**config.mk**
```make
export PLATFORM = sky130hd
export DESIGN_NAME = typed_field_serializer_core
export DESIGN_NICKNAME = d
export VERILOG_FILES = /design/src/rtl/tfs_pkg.sv /design/src/rtl/tfs_queue.sv /design/src/rtl/tfs_front.sv /design/src/rtl/tfs_back.sv /design/src/rtl/typed_field_serializer_core.sv
export VERILOG_INCLUDE_DIRS = /design/src /design/src/rtl
export SDC_FILE = /design/constraint.sdc
export NUM_CORES = 1
export LEC_CHECK = 0
export BUFFER_PORTS_ARGS = -buffer_cell sky130_fd_sc_hd__buf_2
export CORE_MARGIN = 4
export CORE_UTILIZATION = 50
export DETAILED_ROUTE_END_ITERATION = 10
export GPL_ROUTABILITY_DRIVEN = 0
export PLACE_DENSITY = 0.69
export SLEW_MARGIN = 20
export SYNTH_ARGS = -nofsm -noshare
export SYNTH_HDL_FRONTEND = slang
export SYNTH_HIERARCHICAL = 1
export SYNTH_SLANG_ARGS = --single-unit
```
**constraint.sdc**
```tcl
create_clock -name clk -period 16.2 [get_ports clk]
set_clock_uncertainty 0.1 [all_clocks]
set_input_delay 3.24 -clock clk [delete_from_list [all_inputs] [get_ports clk]]
set_output_delay 3.24 -clock clk [all_outputs]
set_load 0.03 [all_outputs]
```
**src/rtl/assert_macros.svh**
```systemverilog
// Assertion helpers shared by the RTL modules.
// Each module that uses them has a clock named clk and an active-low reset named rst_n.
`ifndef ASSERT_MACROS_SVH
`define ASSERT_MACROS_SVH

// Checks a property at every rising clock edge, except while reset is active.
`define ASSERT_CLK(label, prop) \
  label: assert property (@(posedge clk) disable iff (!rst_n) (prop)) \
    else $error("%m: assertion failed");

// Checks that a condition never holds.
`define ASSERT_NEVER(label, expr) `ASSERT_CLK(label, !(expr))

`endif

```
**src/rtl/tfs_pkg.sv**
```systemverilog
package tfs_pkg;

  // Operation codes of an input word.
  typedef enum logic [3:0] {
    OP_INT8     = 4'd0,
    OP_INT16    = 4'd1,
    OP_INT32    = 4'd2,
    OP_INT64    = 4'd3,
    OP_HALF     = 4'd4,
    OP_SINGLE   = 4'd5,
    OP_DOUBLE   = 4'd6,
    OP_STR_LEN  = 4'd7,
    OP_RAW_BYTE = 4'd8
  } tfs_op_t;

  localparam int TFS_QUEUE_DEPTH = 4;
  localparam int TFS_MAX_BYTES   = 8;
  localparam int TFS_NBYTES_W    = 4;

  // Exponent bias and largest biased exponent of each float target.
  localparam logic signed [12:0] HALF_BIAS   = 13'sd15;
  localparam logic signed [12:0] HALF_EMAX   = 13'sd30;
  localparam logic signed [12:0] SINGLE_BIAS = 13'sd127;
  localparam logic signed [12:0] SINGLE_EMAX = 13'sd254;
  localparam logic signed [12:0] DOUBLE_BIAS = 13'sd1023;
  localparam logic signed [12:0] DOUBLE_EMAX = 13'sd2046;

  // One encoded field, left-aligned so the first byte sits in the top bits.
  typedef struct packed {
    logic [63:0]             word;
    logic [TFS_NBYTES_W-1:0] nbytes;
    logic                    err;
  } tfs_item_t;

  // Leading zeros of one byte; 8 when the byte is zero.
  function automatic logic [3:0] lzc8(input logic [7:0] b);
    logic [3:0] n;
    n = 4'd8;
    for (int i = 0; i < 8; i++) begin
      if (b[i]) begin
        n = 4'(7 - i);
      end
    end
    return n;
  endfunction

endpackage

```
**src/rtl/tfs_queue.sv**
```systemverilog
`include "assert_macros.svh"

module tfs_queue #(
  parameter int Depth = tfs_pkg::TFS_QUEUE_DEPTH
) (
  input  logic                clk,
  input  logic                rst_n,
  input  logic                push,
  input  tfs_pkg::tfs_item_t  push_item,
  output logic                full,
  input  logic                pop,
  output tfs_pkg::tfs_item_t  rd_item,
  output logic                rd_valid
);
  import tfs_pkg::*;

  localparam int PtrW = (Depth > 1) ? $clog2(Depth) : 1;
  localparam int CntW = $clog2(Depth + 1);

  tfs_item_t       mem_r [Depth];
  logic [PtrW-1:0] wr_ptr_r;
  logic [PtrW-1:0] rd_ptr_r;
  logic [CntW-1:0] cnt_r;
  logic            do_push;
  logic            do_pop;

  assign full     = (cnt_r == CntW'(Depth));
  assign rd_valid = (cnt_r != '0);
  assign do_push  = push && !full;
  assign do_pop   = pop && rd_valid;
  assign rd_item  = mem_r[rd_ptr_r];

  // Storage holds payload only.
  always_ff @(posedge clk) begin
    if (do_push) begin
      mem_r[wr_ptr_r] <= push_item;
    end
  end

  // Pointers and fill count.
  always_ff @(posedge clk) begin
    if (!rst_n) begin
      wr_ptr_r <= '0;
      rd_ptr_r <= '0;
      cnt_r    <= '0;
    end else begin
      if (do_push) begin
        wr_ptr_r <= (wr_ptr_r == PtrW'(Depth - 1)) ? '0 : wr_ptr_r + 1'b1;
      end
      if (do_pop) begin
        rd_ptr_r <= (rd_ptr_r == PtrW'(Depth - 1)) ? '0 : rd_ptr_r + 1'b1;
      end
      case ({do_push, do_pop})
        2'b10:   cnt_r <= cnt_r + 1'b1;
        2'b01:   cnt_r <= cnt_r - 1'b1;
        default: cnt_r <= cnt_r;
      endcase
    end
  end

  `ASSERT_NEVER(a_q_overfill, cnt_r > CntW'(Depth))
  `ASSERT_CLK(a_q_count, (do_push && !do_pop) |=> (cnt_r == $past(cnt_r) + 1'b1))

endmodule

```
**src/rtl/tfs_front.sv**
```systemverilog
module tfs_front (
  input  logic               clk,
  input  logic               rst_n,
  input  logic               in_valid,
  output logic               in_stall,
  input  logic [3:0]         in_operation,
  input  logic [63:0]        in_value,
  output logic               push,
  output tfs_pkg::tfs_item_t push_item,
  input  logic               q_full
);
  import tfs_pkg::*;

  logic advance;

  // Stage registers: input, group counts, leading zeros, normalized, encoded.
  logic              v1_r, v2_r, v3_r, v4_r, v5_r;
  logic [3:0]        op1_r, op2_r, op3_r, op4_r;
  logic [63:0]       val1_r, val2_r, val3_r, val4_r;
  logic [3:0]        grp_lz2_r [7];
  logic [5:0]        lz3_r;
  logic [51:0]       frn4_r;
  logic signed [11:0] e4_r;
  logic              zero4_r;
  logic              special4_r;
  tfs_item_t         item5_r;
  logic              keep5_r;

  logic [55:0]       pad_c;
  logic [3:0]        grp_lz_c [7];
  logic [5:0]        lz_c;
  logic              found_c;
  logic [10:0]       ex3_c;
  logic [51:0]       fr3_c;
  logic [51:0]       frn_c;
  logic signed [11:0] e_c;
  logic signed [12:0] b_h, b_s, b_d;
  logic [63:0]       sum_h;
  logic [76:0]       sum_s;
  logic [10:0]       sig_h;
  logic [23:0]       sig_s;
  logic              sign4_c;
  logic              err_h, err_s, err_d;
  tfs_item_t         item_c;
  logic              keep_c;

  // The whole pipeline moves unless an encoded word waits on a full queue.
  assign advance   = !(v5_r && keep5_r && q_full);
  assign in_stall  = !advance;
  assign push      = v5_r && keep5_r && !q_full;
  assign push_item = item5_r;

  // Leading zeros of each byte of the fraction, padded to seven bytes.
  always_comb begin
    pad_c = {val1_r[51:0], 4'b0};
    for (int g = 0; g < 7; g++) begin
      grp_lz_c[g] = lzc8(pad_c[55 - 8*g -: 8]);
    end
  end

  // First nonzero byte gives the leading zero count of the fraction.
  always_comb begin
    lz_c    = '0;
    found_c = 1'b0;
    for (int g = 0; g < 7; g++) begin
      if (!found_c && grp_lz2_r[g] != 4'd8) begin
        lz_c    = 6'(8*g) + {2'b0, grp_lz2_r[g]};
        found_c = 1'b1;
      end
    end
  end

  // Normalize subnormals and unbias the exponent.
  always_comb begin
    ex3_c = val3_r[62:52];
    fr3_c = val3_r[51:0];
    if (ex3_c == '0) begin
      frn_c = fr3_c << ({1'b0, lz3_r} + 7'd1);
      e_c   = -12'sd1023 - $signed({6'b0, lz3_r});
    end else begin
      frn_c = fr3_c;
      e_c   = $signed({1'b0, ex3_c}) - 12'sd1023;
    end
  end

  // Rebias, truncate the fraction and place the field in the top bytes.
  // The cut fraction can reach 2^sb; it is ORed into the exponent field.
  always_comb begin
    sign4_c = val4_r[63];
    b_h     = {e4_r[11], e4_r} + HALF_BIAS;
    b_s     = {e4_r[11], e4_r} + SINGLE_BIAS;
    b_d     = {e4_r[11], e4_r} + DOUBLE_BIAS;
    sum_h   = {1'b0, frn4_r, 11'b0} + {12'b0, frn4_r};
    sum_s   = {1'b0, frn4_r, 24'b0} + {25'b0, frn4_r};
    sig_h   = sum_h[63:53];
    sig_s   = sum_s[76:53];
    err_h   = special4_r || (!zero4_r && (b_h < 13'sd1 || b_h > HALF_EMAX));
    err_s   = special4_r || (!zero4_r && (b_s < 13'sd1 || b_s > SINGLE_EMAX));
    err_d   = special4_r || (!zero4_r && (b_d < 13'sd1 || b_d > DOUBLE_EMAX));
    item_c  = '0;
    keep_c  = 1'b1;
    case (tfs_op_t'(op4_r))
      OP_INT8, OP_RAW_BYTE: begin
        item_c.word   = {val4_r[7:0], 56'b0};
        item_c.nbytes = TFS_NBYTES_W'(1);
      end
      OP_INT16, OP_STR_LEN: begin
        item_c.word   = {val4_r[15:0], 48'b0};
        item_c.nbytes = TFS_NBYTES_W'(2);
      end
      OP_INT32: begin
        item_c.word   = {val4_r[31:0], 32'b0};
        item_c.nbytes = TFS_NBYTES_W'(4);
      end
      OP_INT64: begin
        item_c.word   = val4_r;
        item_c.nbytes = TFS_NBYTES_W'(8);
      end
      OP_HALF: begin
        item_c.nbytes = TFS_NBYTES_W'(2);
        item_c.err    = err_h;
        if (!err_h && !zero4_r) begin
          item_c.word = {{sign4_c, b_h[4:0], 10'b0} | {5'b0, sig_h}, 48'b0};
        end
      end
      OP_SINGLE: begin
        item_c.nbytes = TFS_NBYTES_W'(4);
        item_c.err    = err_s;
        if (!err_s && !zero4_r) begin
          item_c.word = {{sign4_c, b_s[7:0], 23'b0} | {8'b0, sig_s}, 32'b0};
        end
      end
      OP_DOUBLE: begin
        item_c.nbytes = TFS_NBYTES_W'(8);
        item_c.err    = err_d;
        if (!err_d && !zero4_r) begin
          item_c.word = {sign4_c, b_d[10:0], frn4_r};
        end
      end
      default: begin
        keep_c = 1'b0;
      end
    endcase
  end

  // Stage valid bits.
  always_ff @(posedge clk) begin
    if (!rst_n) begin
      v1_r <= 1'b0;
      v2_r <= 1'b0;
      v3_r <= 1'b0;
      v4_r <= 1'b0;
      v5_r <= 1'b0;
    end else if (advance) begin
      v1_r <= in_valid;
      v2_r <= v1_r;
      v3_r <= v2_r;
      v4_r <= v3_r;
      v5_r <= v4_r;
    end
  end

  // Stage payload.
  always_ff @(posedge clk) begin
    if (advance) begin
      op1_r      <= in_operation;
      val1_r     <= in_value;
      op2_r      <= op1_r;
      val2_r     <= val1_r;
      grp_lz2_r  <= grp_lz_c;
      op3_r      <= op2_r;
      val3_r     <= val2_r;
      lz3_r      <= lz_c;
      op4_r      <= op3_r;
      val4_r     <= val3_r;
      frn4_r     <= frn_c;
      e4_r       <= e_c;
      zero4_r    <= (ex3_c == '0) && (fr3_c == '0);
      special4_r <= (ex3_c == 11'h7FF);
      item5_r    <= item_c;
      keep5_r    <= keep_c;
    end
  end

endmodule

```
**src/rtl/tfs_back.sv**
```systemverilog
`include "assert_macros.svh"

module tfs_back (
  input  logic               clk,
  input  logic               rst_n,
  input  logic               q_valid,
  input  tfs_pkg::tfs_item_t q_item,
  output logic               q_pop,
  output logic               out_valid,
  input  logic               out_stall,
  output logic [7:0]         out_byte,
  output logic               out_last,
  output logic [31:0]        out_byte_total,
  output logic               out_range_error
);
  import tfs_pkg::*;

  logic                    cur_valid_r;
  logic [63:0]             cur_word_r;
  logic [TFS_NBYTES_W-1:0] cur_left_r;
  logic                    cur_err_r;
  logic [31:0]             count_r;
  logic [31:0]             count_nxt;
  logic                    out_valid_r;
  logic [7:0]              out_byte_r;
  logic                    out_last_r;
  logic [31:0]             out_total_r;
  logic                    out_err_r;
  logic                    emit;
  logic                    cur_done;

  // A byte moves to the output register whenever that register is free.
  assign emit      = cur_valid_r && (!out_valid_r || !out_stall);
  assign cur_done  = emit && (cur_left_r == TFS_NBYTES_W'(1));
  assign q_pop     = q_valid && (!cur_valid_r || cur_done);
  assign count_nxt = (count_r == '1) ? count_r : count_r + 32'd1;

  assign out_valid       = out_valid_r;
  assign out_byte        = out_byte_r;
  assign out_last        = out_last_r;
  assign out_byte_total  = out_total_r;
  assign out_range_error = out_err_r;

  // Control: current word, running total and output valid.
  always_ff @(posedge clk) begin
    if (!rst_n) begin
      cur_valid_r <= 1'b0;
      cur_left_r  <= '0;
      count_r     <= '0;
      out_valid_r <= 1'b0;
    end else begin
      if (q_pop) begin
        cur_valid_r <= 1'b1;
        cur_left_r  <= q_item.nbytes;
      end else if (emit) begin
        cur_valid_r <= !cur_done;
        cur_left_r  <= cur_left_r - 1'b1;
      end
      if (emit) begin
        count_r     <= count_nxt;
        out_valid_r <= 1'b1;
      end else if (!out_stall) begin
        out_valid_r <= 1'b0;
      end
    end
  end

  // Payload: shift the word a byte at a time into the output register.
  always_ff @(posedge clk) begin
    if (q_pop) begin
      cur_word_r <= q_item.word;
      cur_err_r  <= q_item.err;
    end else if (emit) begin
      cur_word_r <= cur_word_r << 8;
    end
    if (emit) begin
      out_byte_r  <= cur_word_r[63:56];
      out_last_r  <= (cur_left_r == TFS_NBYTES_W'(1));
      out_total_r <= count_nxt;
      out_err_r   <= cur_err_r;
    end
  end

  `ASSERT_CLK(a_left_range,
              cur_valid_r |-> (cur_left_r != '0 && cur_left_r <= TFS_NBYTES_W'(TFS_MAX_BYTES)))
  `ASSERT_CLK(a_field_contig, (out_valid_r && !out_stall && !out_last_r) |=> out_valid_r)
  `ASSERT_CLK(a_total_step, (emit && count_r != '1) |=> (count_r == $past(count_r) + 32'd1))

endmodule

```
**src/rtl/typed_field_serializer_core.sv**
```systemverilog
// Typed field serializer.
// Input channel: in_valid / in_stall with in_operation and in_value. One word
// is one field: an 8/16/32/64-bit integer, a half, single or double float
// given as binary64 bits, a 16-bit string length or one raw string byte.
// Unused operation codes are dropped without output.
// Output channel: out_valid / out_stall, one byte per transfer, most significant
// first, with out_last on the final byte of the field, a saturating running
// byte total and out_range_error on every byte of a float that cannot be
// encoded (those fields are sent as zero bits).
// Throughput: one output byte per cycle while out_stall is low and a field is
// ready; a new input word is taken every cycle while the field queue has room.
// A stall on the output holds the output register; the field queue holds
// QueueDepth fields, in addition to the five encoder stages and the field being
// shifted out, before the input stalls. Reset clears all valids, the queue and
// the byte total.
module typed_field_serializer_core #(
  parameter int QueueDepth = tfs_pkg::TFS_QUEUE_DEPTH
) (
  input  logic        clk,
  input  logic        rst_n,
  input  logic        in_valid,
  output logic        in_stall,
  input  logic [3:0]  in_operation,
  input  logic [63:0] in_value,
  output logic        out_valid,
  input  logic        out_stall,
  output logic [7:0]  out_byte,
  output logic        out_last,
  output logic [31:0] out_byte_total,
  output logic        out_range_error
);
  import tfs_pkg::*;

  logic      push;
  tfs_item_t push_item;
  logic      q_full;
  logic      q_pop;
  tfs_item_t q_item;
  logic      q_valid;

  // Encoder pipeline.
  tfs_front u_front (
    .clk          (clk),
    .rst_n        (rst_n),
    .in_valid     (in_valid),
    .in_stall     (in_stall),
    .in_operation (in_operation),
    .in_value     (in_value),
    .push         (push),
    .push_item    (push_item),
    .q_full       (q_full)
  );

  // Queue of encoded fields.
  tfs_queue #(
    .Depth (QueueDepth)
  ) u_queue (
    .clk       (clk),
    .rst_n     (rst_n),
    .push      (push),
    .push_item (push_item),
    .full      (q_full),
    .pop       (q_pop),
    .rd_item   (q_item),
    .rd_valid  (q_valid)
  );

  // Byte shifter and output register.
  tfs_back u_back (
    .clk             (clk),
    .rst_n           (rst_n),
    .q_valid         (q_valid),
    .q_item          (q_item),
    .q_pop           (q_pop),
    .out_valid       (out_valid),
    .out_stall       (out_stall),
    .out_byte        (out_byte),
    .out_last        (out_last),
    .out_byte_total  (out_byte_total),
    .out_range_error (out_range_error)
  );

endmodule
```
Word level (Yosys, flattened, before mapping)

Memory sizes are Yosys's and may differ from the RTL's. A register that Yosys moved wholly into a read port is not among the register bits.
Cells that the tools add are included.

Register bits: 599
RAM bits: 276
Input bits: 72
Output and inout bits: 44
Logic and storage cells: 271
Memories kept: 1

Memories:

| memory        | depth | bits a word | rd ports | clocked after memory_dff | wr ports | line            | source |
|---|---|---|---|---|---|---|---|
| u_queue.mem_r | 4     | 69          | 1        | 1                        | 1        | tfs_queue.sv:20 | `tfs_item_t mem_r [Depth];` |

Add/subtract/negate cells: 20
Magnitude comparators: 6
Eq/ne operators: 24
Shift operators: 1
Multiplexer cells: 82
Bitwise gates (word level): 2
Reductions and logical operators: 73

Operators with widths:

| cell                    | number |
|---|---|
| $pmux W68 S7            | 1 |
| $mux W64                | 5 |
| $add A76 B52 Y77        | 1 |
| $add A63 B52 Y64        | 1 |
| $mux W3                 | 18 |
| $logic_not A52 Y1       | 1 |
| $mux W52                | 1 |
| $shl A52 B7 Y52         | 1 |
| $reduce_or A7 Y1        | 6 |
| $mux W4                 | 10 |
| $lt A13 B2 Y1 const B   | 3 |
| $mux W6                 | 6 |
| $mux W2                 | 17 |
| $add A32 B1 Y32 const B | 1 |
| $eq A32 B32 Y1 const B  | 1 |
| $mux W32                | 1 |
| $or A32 B24 Y32         | 1 |
| $ne A4 B4 Y1 const B    | 7 |
| $reduce_or A4 Y1        | 6 |
| $logic_and A1 B1 Y1     | 21 |
| $mux W1                 | 20 |
| $reduce_or A2 Y1        | 9 |
| $eq A4 B3 Y1 const B    | 4 |
| $or A16 B11 Y16         | 1 |
| other kinds (36)        | 65 |

Logic depth before layout (Yosys ltp)

Gate-level depths: netlist of run 1.

Depth after elaboration: 20
Depth in mapped cells: 15
Depth with buffers taken out: 14

Cells and area by module

The synthesis of run 1 kept the hierarchy.

By module, submodules not included:

| module    | instances | cells each | area each (µm²) |
|---|---|---|---|
| tfs_front | 1         | 1801       | 22337.7 |
| tfs_queue | 1         | 417        | 10453.8 |
| tfs_back  | 1         | 626        | 6507.5 |

Worst setup path before layout of run 1

OpenSTA, ideal clock, no wires.

Path kind: register -> output
From: register u_queue.cnt_r[2]
To: output port in_stall
Data arrival time: 14.805 ns
Data required time: 12.860 ns
Slack: -1.945 ns
Cell stages (with the launch flop): 4
Path through: dfxtp_1 nor3b_1 nand3_1 inv_1

Longest elaborated chain between the ends: 2

Ends and longest elaborated chain:

| item                     | line                              | source |
|---|---|---|
| start: declaration       | tfs_queue.sv:23                   | `logic [CntW-1:0] cnt_r;` |
| start signal: assignment | tfs_queue.sv:54                   | `2'b10: cnt_r <= cnt_r + 1'b1;` |
| start signal: assignment | tfs_queue.sv:55                   | `2'b01: cnt_r <= cnt_r - 1'b1;` |
| start signal: assignment | tfs_queue.sv:56                   | `default: cnt_r <= cnt_r;` |
| $eq A3 B3 Y1             | tfs_queue.sv:27                   | `assign full = (cnt_r == CntW'(Depth));` |
| net q_full               | typed_field_serializer_core.sv:36 | `logic q_full;` |
| $logic_and A1 B1 Y1      | tfs_front.sv:48                   | `assign advance = !(v5_r && keep5_r && q_full);` |
| end: declaration         | typed_field_serializer_core.sv:22 | `output logic in_stall,` |

The timed path passes the listed nets, and every way through them passes these cells.

Worst setup path after layout of run 1

Ends and elaborated chain as after synthesis.

==> results.sh, run 1 <==
export IMPL_status="finished, final reports clean"
export IMPL_cts_sinks=876
export IMPL_htree_levels=3
export IMPL_fin_crit_sh_pct=35.20
export IMPL_peakVddDrop_mv=0.09989
export IMPL_grt_pass1_vias=24478
export IMPL_r2r_start="u_front/e4_r[0]"
export IMPL_pwr_share_seq_pct=53.0
export IMPL_dpl_worst_slack_ps=10230
export IMPL_dp_cells=3881
export IMPL_die_area_sq_um=83150
export IMPL_clkTransAtPathRegs_ps=60
export IMPL_drive_gt1_share_pct=14.42
export IMPL_syn_instance_count=2844
export IMPL_hold_viol=0
export IMPL_finalPower_w=0.004941
export IMPL_intPower_w=0.003852
export IMPL_fin_setup_tns_ps=0
export IMPL_worstSetupPathType="flip-flop to output pin"
export IMPL_startpoint_type="flip-flop"
export IMPL_rsz0062_at_grt="no"
export IMPL_cts_path_max_buffers=3
export IMPL_ys_warn_count=6
export IMPL_clkLatencyLatePin_ps=640
export IMPL_worstMarginPinSlew_ps=1053
export IMPL_grt_max_degree=99
export IMPL_detail_route_iter0_violations=2890
export IMPL_netlist_area_sq_um=39300
export IMPL_crit_required_ps=12860
export IMPL_overflow=0
export IMPL_syn2layout_area_growth_pct=11.36
export IMPL_io_buffers=115
export IMPL_vias_per_cell=6.194
export IMPL_dp_hpwl_um=61920
export IMPL_clkPwrFrac_pct=41.5
export IMPL_die_h_um=288.4
export IMPL_arrival_ps=2360
export IMPL_post_synth_num_cell_types=82
export IMPL_hold_class="flip-flop to flip-flop"
export IMPL_end_kind="output pin"
export IMPL_reg2reg_to="u_front/push_item[47]"
export IMPL_slew_headroom_pct=29.69
export IMPL_min_path_cells=0
export IMPL_fin_ws_ps=10500
export IMPL_r2r_setup_slack_ps=11780
export IMPL_path_max_fanout=70
export IMPL_whs_ps=312.6
export IMPL_ys_seq_area_share_pct=65.61
export IMPL_drc=0
export IMPL_core_sq_um=77720
export IMPL_p_comb_share_pct=5.6
export IMPL_synth_edf_count=824
export IMPL_maxCapViolations=0
export IMPL_layout_nets=3087
export IMPL_final_antenna_net_count=0
export IMPL_max_freq_mhz=175.4
export IMPL_grt_pass1_wl_um=142400
export IMPL_async_flop_share_pct=0
export IMPL_fin_crit_ps=5703
export IMPL_holdPathEnd="u_front/op2_r[2]"
export IMPL_switching_power_w=0.001089
export IMPL_cts_tree="done"
export IMPL_slew_viol_final=0
export IMPL_clock_root_buffer="clkbuf_16"
export IMPL_syn_nets=3001
export IMPL_wl_um=92010
export IMPL_num_vias=25049
export IMPL_antenna_found_initial=0
export IMPL_hold_buffers=0
export IMPL_pwr_density_cell_nw_per_um2=112.9
export IMPL_swShare_pct=22.05
export IMPL_grt_usage_pct=22.04
export IMPL_ys_flop_type="edfxtp_1"
export IMPL_numCtsBuffers=87
export IMPL_drt_first_pass_iters=8
export IMPL_wl_per_cell_um=22.75
export IMPL_rows=102
export IMPL_leakage_nw=15.50
export IMPL_worstHoldStart="u_front/op1_r[2]"
export IMPL_ctsResizeCount=0
export IMPL_post_synth_cell_area_avg_sq_um=13.82
export IMPL_cts_setup_buffers=0
export IMPL_ys_ff_latch=876
export IMPL_final_cell_count_no_fill=4044
export IMPL_fp_dieW_um=288.4
export IMPL_rr_worst_depth=10
export IMPL_boundaryPins=116
export IMPL_finalSetupViolCount=0
export IMPL_start_util_pct=50.56
## power groups by stage
stage,Sequential (W),Clock [W],Combinational [W]
4_1_cts,0.00261,0.00209,0.000269
3_3_place_gp,0.00266,0,0.000259
6_report,0.00262,0.00205,0.000276
2_1_floorplan,0.00261,0,0.000202
5_1_grt,0.00262,0.00219,0.000301
3_5_place_dp,0.00266,0,0.000268
## layer usage
layer,global-route usage (%),wire [um]
met1,28.57,35380
met2,36.15,43720
met4,11.24,5460
met5,0,0
met3,3.670,7450
## synthesized netlist by cell type (all sizes together), types with 10 or more instances
| library cell | number | area share (%) |
|---|---|---|
| edfxtp | 824 | 63 |
| nand2 | 367 | 3.5 |
| nor2 | 159 | 1.5 |
| a21oi | 145 | 1.8 |
| o21ai | 126 | 1.6 |
| clkbuf | 108 | 1.0 |
| mux4 | 94 | 5.4 |
| ha | 84 | 2.7 |
| mux2i | 69 | 1.8 |
| nor3 | 60 | 0.78 |
| xnor2 | 57 | 1.3 |
| nand3 | 53 | 0.69 |
| dfxtp | 52 | 2.6 |
| a22o | 48 | 1.1 |
| inv | 46 | 0.44 |
| nor4 | 44 | 0.74 |
| buf | 42 | 0.81 |
| a211oi | 32 | 0.61 |
| a222oi | 31 | 0.79 |
| nand4 | 30 | 0.49 |
| xor2 | 28 | 0.62 |
| or4 | 27 | 0.53 |
| and3 | 24 | 0.38 |
| and2 | 22 | 0.35 |
| o31ai | 22 | 0.42 |
| o211ai | 21 | 0.40 |
| or3 | 21 | 0.35 |
| a22oi | 20 | 0.38 |
| nand2b | 17 | 0.27 |
| a21boi | 12 | 0.23 |
| a311oi | 12 | 0.27 |
| mux2 | 12 | 0.34 |
| nor2b | 12 | 0.19 |
| nor4b | 11 | 0.25 |
| a31oi | 10 | 0.16 |
| nor3b | 10 | 0.19 |
| o21a | 10 | 0.19 |
| o221ai | 10 | 0.22 |
## flip-flops by register name, summed over array words and instances (netlist names), 32 cells and up, named ones only
register,count
u_front/val1_r,64
u_queue/mem_r,276
u_front/val4_r,64
u_back/count_r,32
u_front/val3_r,64
u_front/frn4_r,52
u_back/out_byte_total,32
u_front/push_item,69
u_back/cur_word_r,64
u_front/val2_r,64
## cells by family (layout without fill, tap and decap cells)
kind of cell	Yosys count	after routing	share of synthesized area, %
compound gates	550	550	9.316
xor+xnor	85	85	1.894
fa+ha+maj	85	85	2.725
buf+inv	196	355	2.276
flops	876	876	65.61
mux	175	175	7.488
other cells	0	1	0
simple gates	877	877	10.69
## worst max-delay path: stages (launching register included)
cell     delay [ps]
dfxtp_1         380
nor3b_1         470
nand3_4         100
buf_4           380
inv_1           170
buf_2           210
## layout make-up
| cell class | count | area (sq um) |
|---|---|---|
| clock buffers | 105 | 2327 |
| multi-input cells | 1772 | 12720 |
| well taps | 1040 | 1301 |
| flip-flops and latches | 876 | 25790 |
| fillers | 6049 | 33960 |
| clock inverters | 57 | 628.1 |
| repair buffers | 147 | 819.5 |
| inverters | 46 | 173.9 |
| diodes | 1 | 2.502 |
## worst max-delay path by stage
stage	startpoint	endpoint	slack, ps	depth (start not counted)
6_report	u_queue/cnt_r[2]	in_stall	10500	5
5_1_grt	u_queue/cnt_r[2]	in_stall	10280	5
4_1_cts	u_queue/cnt_r[2]	in_stall	10430	5
3_5_place_dp	out_stall	u_queue/cnt_r[2]	10230	14
3_3_place_gp	out_stall	u_queue/cnt_r[2]	10290	14
2_1_floorplan	u_queue/cnt_r[2]	in_stall	3730	3
## layout by cell type (no fill, tap or decap), types with 23 or more instances in the layout
cell	instances
a21oi_1	145
buf_2	115
nand2_1	360
a22o_1	48
mux4_2	94
inv_1	44
ha_1	83
edfxtp_1	824
mux2i_1	69
nor2_1	159
xor2_1	26
o21ai_0	121
xnor2_1	54
or4_1	26
nor3_1	58
nand4_1	29
nand3_1	51
buf_4	31
nor4_1	43
a222oi_1	31
clkbuf_16	89
a211oi_1	32
and3_1	23
dfxtp_1	50
## per-stage QoR
stage | util [%] | cell area (sq um)
2_1_floorplan | - | 39300
3_3_place_gp | 52.49 | 40790
3_5_place_dp | 52.50 | 40800
4_1_cts | 56.30 | 43760
5_1_grt | 56.31 | 43760
6_report | 56.31 | 43760
No activity file was read; power rests on OpenSTA's default activity.
==> run 2, diff against run 1 <==
==> constraint.sdc (replaced) <==
create_clock -name clk -period 4.8 [get_ports clk]
set_clock_uncertainty 0.1 [all_clocks]
set_input_delay 0.96 -clock clk [delete_from_list [all_inputs] [get_ports clk]]
set_output_delay 0.96 -clock clk [all_outputs]
set_load 0.03 [all_outputs]
==> results.sh, run 2 (synthesis results as in run 1) <==
export IMPL_cts_path_max_buffers=3
export IMPL_die_h_um=288.4
export IMPL_rows=102
export IMPL_clkPwrFrac_pct=40.5
export IMPL_wl_um=92840
export IMPL_htree_levels=3
export IMPL_vias_per_cell=6.184
export IMPL_cts_setup_buffers=0
export IMPL_slew_viol_final=0
export IMPL_antenna_found_initial=0
export IMPL_n_antenna_cell=0
export IMPL_layout_nets=3098
export IMPL_crit_required_ps=5050
export IMPL_swShare_pct=21.89
export IMPL_switching_power_w=0.003595
export IMPL_leakage_nw=15.49
export IMPL_finalSetupViolCount=0
export IMPL_detail_route_iter0_violations=2922
export IMPL_grt_pass1_vias=24561
export IMPL_overflow=0
export IMPL_clkTransAtPathRegs_ps=60
export IMPL_largest_reg_flops=276
export IMPL_regMostFlops="u_queue/mem_r"
export IMPL_startpoint_type="flip-flop"
export IMPL_final_antenna_net_count=0
export IMPL_grt_pass1_wl_um=142500
export IMPL_cts_sinks=876
export IMPL_whs_ps=300.0
export IMPL_path_max_fanout=55
export IMPL_final_cell_count_no_fill=4052
export IMPL_ctsResizeCount=0
export IMPL_cts_tree="done"
export IMPL_utilization_pct=56.29
export IMPL_arrival_ps=4520
export IMPL_mostFrequentLayoutCells="824 x edfxtp_1, 360 x nand2_1, 159 x nor2_1"
export IMPL_end_kind="flip-flop"
export IMPL_grt_max_degree=201
export IMPL_syn2layout_area_growth_pct=11.33
export IMPL_fin_crit_ps=4270
export IMPL_clock_root_buffer="clkbuf_16"
export IMPL_wl_per_cell_um=22.91
export IMPL_drive_gt1_share_pct=14.24
export IMPL_hold_buffers=0
export IMPL_io_buffers=115
export IMPL_start_util_pct=50.56
export IMPL_status="finished, final reports clean"
export IMPL_drc=0
export IMPL_drt_first_pass_iters=6
export IMPL_dp_hpwl_um=63250
export IMPL_maxCapViolations=0
export IMPL_numCtsBuffers=88
export IMPL_nFillCells=6127
export IMPL_fin_crit_sh_pct=88.95
export IMPL_die_area_sq_um=83150
export IMPL_worstMarginPinSlew_ps=1096
export IMPL_peakVddDrop_mv=0.3216
export IMPL_hold_viol=0
export IMPL_worstSetupPathType="flip-flop to flip-flop"
export IMPL_intPower_w=0.01283
export IMPL_rsz0062_at_grt="no"
export IMPL_core_sq_um=77720
export IMPL_num_vias=25056
export IMPL_finalPower_w=0.01642
export IMPL_p_comb_share_pct=5.6
export IMPL_final_common_cell="edfxtp_1"
export IMPL_hold_class="flip-flop to flip-flop"
export IMPL_fp_dieW_um=288.4
export IMPL_pwr_share_seq_pct=53.9
export IMPL_max_freq_mhz=234.2
export IMPL_dp_cells=3890
export IMPL_boundaryPins=116
export IMPL_slew_headroom_pct=26.49
export IMPL_grt_usage_pct=22.08
export IMPL_pwr_density_cell_nw_per_um2=375.3
export IMPL_clkLatencyLatePin_ps=630
==> run 2: cell types whose count changed in the layout (fill, tap and decap cells not counted), sizes merged <==
cell    before  now
buf        147  157
clkbuf     105  112
inv         50   46
bufinv      11    9
clkinv      38   36
diode        1    0
==> run 2: final timing paths <==
kind	start	end	slack, ps	depth (start not counted)
hold / removal	u_front/val1_r[53]	u_front/val2_r[53]	300	0
setup / recovery	u_front/e4_r[0]	u_front/push_item[46]	530	9
setup reg to reg	u_front/e4_r[0]	u_front/push_item[46]	530	9
hold reg to reg	u_front/val1_r[53]	u_front/val2_r[53]	300	0
==> run 2: critical path: stages (launching register included) <==
cell	delay, ps
edfxtp_1	520
inv_1	190
ha_1	340
nand2b_1	330
or3_4	440
or4_1	400
a221o_1	330
and3_2	550
a222oi_1	570
o21ai_0	190
==> run 2: layer usage <==
layer  routed length (um)  part of all wire (%)  GRT usage (%)
met5                    0                     0              0
met4                 5305                   5.7          10.50
met3                 7744                   8.3          3.978
met2                44940                    48          36.84
met1                34840                    38          28.18
==> run 2: area by class of cell <==
type	instances	area [sq um]	area share, %
clock buffer	112	2313	5.288
clock inverter	49	503.0	1.150
inverter	46	172.7	0.3947
multi-input combinational	1772	12730	29.10
sequential	876	25790	58.95
tap	1040	1301	2.974
timing repair buffer	157	935.9	2.139
==> run 2: stage by stage <==
stage          worst slack, ps  area (sq um)  setup TNS [ps]
2_1_floorplan            -1636         39330         -304870
3_3_place_gp             893.2         40900               0
3_5_place_dp             659.9         40900               0
4_1_cts                  674.2         43720               0
5_1_grt                  382.5         43750               0
6_report                 530.2         43750               0
==> run 2: power by group through the flow <==
| stage | Clock (W) | Combinational (W) | Sequential [W] |
|---|---|---|---|
| after floorplan | 0 | 0.000683 | 0.00881 |
| after global placement | 0 | 0.000868 | 0.00898 |
| after detailed placement | 0 | 0.000899 | 0.00899 |
| after CTS | 0.00679 | 0.000903 | 0.00883 |
| after global routing | 0.00715 | 0.00101 | 0.00886 |
| final | 0.00664 | 0.000927 | 0.00885 |
